`src/hw/rtl/rmts_pkg.sv`:
```
// Shared types and constants for the rate-monotonic tick scheduler.
// Used by rmts_cell and rate_monotonic_tick_scheduler; no dependencies.
package rmts_pkg;

  localparam int NUM_TASKS  = 4;
  localparam int CFG_TASKS  = 4;
  localparam int TIME_BITS  = 16;
  localparam int TASK_IDX_W = (NUM_TASKS > 1) ? $clog2(NUM_TASKS) : 1;
  localparam int CFG_IDX_W  = $clog2(2 * CFG_TASKS);
  localparam int CFG_DATA_W = 16;
  localparam int RUN_W      = 2;
  localparam int MASK_W     = 4;
  localparam int IN_DATA_W  = 8;
  localparam int OUT_DATA_W = 8;

  // Best candidate seen so far as the search token walks the cell row.
  typedef struct packed {
    logic                  valid;
    logic [TIME_BITS-1:0]  period;
    logic [TASK_IDX_W-1:0] idx;
  } best_t;

  // Per-tick control broadcast to every cell.
  typedef struct packed {
    logic start;    // tick accepted: run the release update
    logic restart;  // clear countdown and pending work first
    logic grant;    // this cell won the tick: burn one unit of work
  } cell_ctl_t;

  // Register writes aimed at one cell.
  typedef struct packed {
    logic                 period_we;
    logic                 wcet_we;
    logic [TIME_BITS-1:0] data;
  } cell_cfg_t;

endpackage

```
`src/hw/rtl/rmts_cell.sv`:
```
// One task slot of the scheduler row: period/wcet registers, release countdown,
// pending work, and one hop of the shortest-period search. Depends on rmts_pkg.
module rmts_cell (
  input  logic                           clk,
  input  logic                           rst_n,
  input  logic [rmts_pkg::TASK_IDX_W-1:0] cell_idx,
  input  rmts_pkg::cell_cfg_t            cfg,
  input  rmts_pkg::cell_ctl_t            ctl,
  input  logic                           token_in,
  input  rmts_pkg::best_t                best_in,
  output logic                           token_out,
  output rmts_pkg::best_t                best_out,
  output logic                           missed
);

  logic [rmts_pkg::TIME_BITS-1:0] period_r, wcet_r;
  logic [rmts_pkg::TIME_BITS-1:0] ttr_r, ttr_nxt;
  logic [rmts_pkg::TIME_BITS-1:0] work_r, work_nxt;
  logic [rmts_pkg::TIME_BITS-1:0] ttr_cur, work_cur;
  logic                           missed_r, missed_nxt;
  logic                           token_r;
  rmts_pkg::best_t                best_r, best_nxt;
  logic                           eligible;

  assign ttr_cur  = ctl.restart ? '0 : ttr_r;
  assign work_cur = ctl.restart ? '0 : work_r;

  always_comb begin
    ttr_nxt    = ttr_r;
    work_nxt   = work_r;
    missed_nxt = missed_r;
    if (ctl.start) begin
      missed_nxt = 1'b0;
      if (period_r == '0) begin
        ttr_nxt  = '0;
        work_nxt = '0;
      end else if (ttr_cur == '0) begin
        ttr_nxt = period_r - 1'b1;
        if (work_cur != '0) begin
          missed_nxt = 1'b1;
          work_nxt   = work_cur;
        end else begin
          work_nxt = wcet_r;
        end
      end else begin
        ttr_nxt  = ttr_cur - 1'b1;
        work_nxt = work_cur;
      end
    end else if (ctl.grant) begin
      work_nxt = work_r - 1'b1;
    end
  end

  // Take over the candidate when ready and strictly shorter; ties keep the earlier cell.
  assign eligible = (period_r != '0) && (work_r != '0) &&
                    (!best_in.valid || (period_r < best_in.period));

  always_comb begin
    best_nxt = best_r;
    if (token_in) begin
      if (eligible) begin
        best_nxt.valid  = 1'b1;
        best_nxt.period = period_r;
        best_nxt.idx    = cell_idx;
      end else begin
        best_nxt = best_in;
      end
    end
  end

  always_ff @(posedge clk) begin
    if (!rst_n) begin
      period_r <= '0;
      wcet_r   <= '0;
      ttr_r    <= '0;
      work_r   <= '0;
      missed_r <= 1'b0;
      token_r  <= 1'b0;
    end else begin
      if (cfg.period_we) period_r <= cfg.data;
      if (cfg.wcet_we)   wcet_r   <= cfg.data;
      ttr_r    <= ttr_nxt;
      work_r   <= work_nxt;
      missed_r <= missed_nxt;
      token_r  <= token_in;
    end
  end

  always_ff @(posedge clk) begin
    best_r <= best_nxt;
  end

  assign token_out = token_r;
  assign best_out  = best_r;
  assign missed    = missed_r;

endmodule

```
`src/hw/rtl/rate_monotonic_tick_scheduler.sv`:
```
// Rate-monotonic tick scheduler: each input beat is one scheduler tick; each tick
// yields one output beat naming the granted task and the tasks that overran.
// Depends on rmts_pkg and rmts_cell.
//
// Every task lives in its own cell of a row. On the accepted beat all cells run
// their release step in parallel: a countdown that reaches zero reloads with
// period-1 and loads the task's worst-case work, or flags a miss when work is
// still pending. A search token then walks the row one cell per cycle, carrying
// the ready task with the shortest period (ties to the lower index). When it
// leaves the last cell and no earlier result is unclaimed, the winner's work
// drops by one and the result beat is loaded into the output register. A tick
// keeps the block busy until that grant; a result waiting on out_tready does
// not block the next input beat, only the grant of that next tick. A period of
// zero disables a task. Restart in the input beat clears all countdowns and
// pending work before that tick.
// Configuration: write cfg_wdata to register cfg_index while cfg_we is high
// (0..3 periods, 4..7 worst-case times); write only while the block is idle.
module rate_monotonic_tick_scheduler (
  input  logic                            clk,
  input  logic                            rst_n,
  input  logic                            in_tvalid,
  output logic                            in_tready,
  input  logic [rmts_pkg::IN_DATA_W-1:0]  in_tdata,   // [0] restart, [7:1] zero
  output logic                            out_tvalid,
  input  logic                            out_tready,
  output logic [rmts_pkg::OUT_DATA_W-1:0] out_tdata,  // [1:0] run_task, [2] idle,
                                                      // [6:3] missed_mask, [7] zero
  input  logic                            cfg_we,
  input  logic [rmts_pkg::CFG_IDX_W-1:0]  cfg_index,
  input  logic [rmts_pkg::CFG_DATA_W-1:0] cfg_wdata
);

  localparam int N = rmts_pkg::NUM_TASKS;

  logic                            busy_r, start_r, done_r, out_valid_r;
  logic [rmts_pkg::OUT_DATA_W-1:0] out_data_r;
  logic                            in_accept, search_end, grant_fire;
  logic [N:0]                      token;
  rmts_pkg::best_t                 best [N+1];
  logic [N-1:0]                    missed_vec;
  logic [rmts_pkg::RUN_W-1:0]      run_task;
  logic                            idle;
  logic [rmts_pkg::MASK_W-1:0]     missed_mask;

  assign in_tready  = !busy_r;
  assign in_accept  = in_tvalid && in_tready;
  assign search_end = token[N] || done_r;
  // Hold the grant while an earlier result still sits unclaimed.
  assign grant_fire = search_end && (!out_valid_r || out_tready);

  assign token[0] = start_r;
  assign best[0]  = '0;

  for (genvar t = 0; t < N; t++) begin : g_cell
    rmts_pkg::cell_cfg_t cfg_t;
    rmts_pkg::cell_ctl_t ctl_t;

    assign cfg_t.period_we = cfg_we && (t < rmts_pkg::CFG_TASKS) &&
                             (cfg_index == rmts_pkg::CFG_IDX_W'(t));
    assign cfg_t.wcet_we   = cfg_we && (t < rmts_pkg::CFG_TASKS) &&
                             (cfg_index == rmts_pkg::CFG_IDX_W'(rmts_pkg::CFG_TASKS + t));
    assign cfg_t.data      = rmts_pkg::TIME_BITS'(cfg_wdata);

    assign ctl_t.start   = in_accept;
    assign ctl_t.restart = in_tdata[0];
    assign ctl_t.grant   = grant_fire && best[N].valid &&
                           (best[N].idx == rmts_pkg::TASK_IDX_W'(t));

    rmts_cell u_cell (
      .clk       (clk),
      .rst_n     (rst_n),
      .cell_idx  (rmts_pkg::TASK_IDX_W'(t)),
      .cfg       (cfg_t),
      .ctl       (ctl_t),
      .token_in  (token[t]),
      .best_in   (best[t]),
      .token_out (token[t+1]),
      .best_out  (best[t+1]),
      .missed    (missed_vec[t])
    );
  end

  assign run_task    = best[N].valid ? rmts_pkg::RUN_W'(best[N].idx) : '0;
  assign idle        = !best[N].valid;
  assign missed_mask = rmts_pkg::MASK_W'(missed_vec);

  always_ff @(posedge clk) begin
    if (!rst_n) begin
      busy_r      <= 1'b0;
      start_r     <= 1'b0;
      done_r      <= 1'b0;
      out_valid_r <= 1'b0;
    end else begin
      start_r <= in_accept;
      // Busy from the accepted beat until the grant retires the tick.
      if (in_accept) begin
        busy_r <= 1'b1;
      end else if (grant_fire) begin
        busy_r <= 1'b0;
      end
      done_r <= search_end && !grant_fire;
      if (grant_fire) begin
        out_valid_r <= 1'b1;
      end else if (out_tready) begin
        out_valid_r <= 1'b0;
      end
    end
  end

  always_ff @(posedge clk) begin
    if (grant_fire) begin
      out_data_r <= rmts_pkg::OUT_DATA_W'({missed_mask, idle, run_task});
    end
  end

  assign out_tvalid = out_valid_r;
  assign out_tdata  = out_data_r;

  // At most one search token in flight along the row.
  a_one_token: assert property (@(posedge clk) disable iff (!rst_n)
    $onehot0(token))
    else $error("more than one search token in the cell row");

  // A token only walks the row while a tick is in progress.
  a_token_busy: assert property (@(posedge clk) disable iff (!rst_n)
    (token != '0) |-> busy_r)
    else $error("search token seen while idle");

  // A grant always presents a result beat on the next cycle.
  a_grant_out: assert property (@(posedge clk) disable iff (!rst_n)
    grant_fire |=> out_valid_r)
    else $error("grant did not load the output register");

  // No new tick is taken before the current one is granted.
  a_no_overlap: assert property (@(posedge clk) disable iff (!rst_n)
    in_accept |=> !in_tready)
    else $error("input accepted while a tick was in progress");

endmodule
```
`config.mk`:
```
export PLATFORM = sky130hd
export DESIGN_NAME = rate_monotonic_tick_scheduler
export DESIGN_NICKNAME = d
export VERILOG_FILES = /design/src/hw/rtl/rmts_pkg.sv /design/src/hw/rtl/rmts_cell.sv /design/src/hw/rtl/rate_monotonic_tick_scheduler.sv
export SDC_FILE = /design/constraint.sdc
export NUM_CORES = 1
export LEC_CHECK = 0
export BUFFER_PORTS_ARGS = -buffer_cell sky130_fd_sc_hd__buf_2
export CAP_MARGIN = 10
export CORE_MARGIN = 4
export CORE_UTILIZATION = 59
export DETAILED_ROUTE_END_ITERATION = 16
export PLACE_DENSITY_LB_ADDON = 0.2
export SLEW_MARGIN = 20
export SYNTH_ARGS = -nofsm -noshare
export SYNTH_HDL_FRONTEND = slang
export SYNTH_HIERARCHICAL = 1
export SYNTH_SLANG_ARGS = --single-unit
```
`constraint.sdc`:
```
create_clock -name clk -period 10.27 [get_ports clk]
set_clock_uncertainty 0.2 [all_clocks]
set_input_delay 0.5135 -clock clk [delete_from_list [all_inputs] [get_ports clk]]
set_output_delay 0.5135 -clock clk [all_outputs]
set_load 0.1 [all_outputs]
```
==> flow_summary.toml <==
[critical_path]
worstPathArrival_ns = 4.35
max_stage_delay_ns = 0.62
cp_top_family = "buffers and inverters"
crit_top_cell = "buf_4"
end_kind = "flip-flop"
cp_slowest_cell = "clkinv_1"
crit_buf_inv = 4
start_kind = "input pin"
path_class = "input pin to flip-flop"
crit_required_ns = 10.50
crit_fanout = 47
crit_chain = "buf_2 > buf_4 > buf_4 > clkinv_1 > a22oi_1 > ha_1 > o21a_1 > o221ai_1 > a21o_1 > or3_1 > a32o_1"

[timing]
rsz0062_at_grt = "no"
hold_viol_final = 0
setup_tns_ns = 0
final-setup-viol-count = 0
worst_pin_slew_ns = 1.14
post-route-min-period_ns = 4.13
slew-limit-headroom_pct = 23.7
slew_viol_final = 0
max_freq_ghz = 0.242
period_share_pct = 40.2

[power_and_ir_drop]
powerDensity_nw_per_um2 = 175
leakage_nw = 8.18
peakVddDrop_mv = 0.139

[logic_synthesis]
netlist_area_sq_um = 19900
ys_warn_count = 6
synth.avg_cell_area_sq_um = 8.92
netlist_instances = 2225

[clock_tree]
cts_setup_buffers = 0
cts.hold.buffers_added = 0
cts_max_path_buffers = 3
cts_tree = "done"
h-tree-depth = 2
clkSinkCount = 335
numCtsBuffers = 37
cts-resized-gates = 0
clkTransAtPathRegs_ns = 0.06
clkLatencyLatePin_ns = 0.54
ctsRootBufferMaster = "clkbuf_16"

[final_layout]
final_cells = 2704
antenna_cells = 0
drive_gt1_share_pct = 10.6
nFillCells = 2775
syn_to_final_growth_pct = 9.16
final_common_cell = "dfxtp_1"
nets = 2337
layout_common_cells = "268 x dfxtp_1, 204 x nor2_1, 141 x nand2_1"

[floorplanning]
core_area_sq_um = 32900
die_w_um = 191
num_rows = 66
die_h_um = 191
ios = 42
die_area_sq_um = 36600
start_util_pct = 60.4

[routing]
vias_per_cell = 6.50
routedWlPerCell_um = 20.7
drt_drc_violations_left = 0
totalWireLength_um = 55900
vias = 17600
ant_nets = 0
firstDrtPassIters = 6
drt_first_iter_violations = 1672

[placed_design]
io_buffers = 33
dp.cells = 2639
dp_hpwl_um = 37100
gp_congestion = 0.927

[global_routing]
grt_pass1_vias = 16400
grt_max_degree = 66
grt_antenna_before_repair = 2
grt_pass1_wl_um = 88400
overflow = 0
grt_usage_pct = 29.8

[run_status]
status = "finished, final reports clean"

[flow_run]
cap_viol_max_count = 0

[hold_path]
hp-class = "input pin to flip-flop"
-- routing by layer --
metal | GRT usage, % | routed length, um
met5 | 0 | 0
met4 | 10.3 | 1850
met1 | 41.8 | 24500
met2 | 47.5 | 25400
met3 | 3.82 | 4070
-- where the power goes --
| part | switching, mW | internal (mW) |
|---|---|---|
| Sequential | 0.0814 | 1.42 |
| Combinational | 0.602 | 0.371 |
| Clock | 0.545 | 0.787 |
-- worst paths after layout --
kind                                  end                    startpoint  slack [ns]  depth (start not counted)
max            g_cell[0].u_cell/ttr_r[14]                   in_tdata[0]        6.14                         11
min                                busy_r                     in_tvalid        0.14                          3
max reg2reg  g_cell[2].u_cell/best_out[3]  g_cell[2].u_cell/period_r[5]        6.53                          6
min reg2reg                  out_tdata[3]       g_cell[0].u_cell/missed        0.24                          0
-- area by class of cell --
type / count / area, sq um / area share [%]
inverters: 97 / 364 / 1.68
clock buffers: 52 / 1080 / 5.00
clock inverters: 12 / 134 / 0.618
multi-input cells: 1701 / 11700 / 54.1
repair buffers: 65 / 427 / 1.97
flip-flops and latches: 335 / 7380 / 34.0
well taps: 442 / 553 / 2.55
-- tightest hold or removal path, stage by stage --
cell and delay, ns:
buf_2 0.09, o21a_1 0.10, o31a_1 0.12
-- sequential cells by signal (all words and copies together), names as in the netlist, 4 cells and up --
register / cells
g_cell.u_cell/work_r: 64
out_tdata: 7
g_cell.u_cell/best_out: 60
g_cell.u_cell/missed: 4
g_cell.u_cell/token_out: 4
g_cell.u_cell/ttr_r: 64
g_cell.u_cell/wcet_r: 64
g_cell.u_cell/period_r: 64
-- through the flow --
| stage | utilization [%] | power (mW) | setup slack (ns) | hold WS, ns | area (sq um) |
|---|---|---|---|---|---|
| after global placement | 62.0 | 2.44 | 5.83 | 0.220 | 20400 |
| final | 65.9 | 3.80 | 6.14 | 0.138 | 21700 |
| after CTS | 65.8 | 3.79 | 6.31 | 0.121 | 21600 |
| after floorplan | - | 2.26 | 7.04 | 0.208 | 20000 |
| after global routing | 65.9 | 3.96 | 5.96 | 0.140 | 21700 |
| after detailed placement | 62.1 | 2.46 | 5.75 | 0.227 | 20400 |
Note: power is estimated with default switching activity, not from simulation.
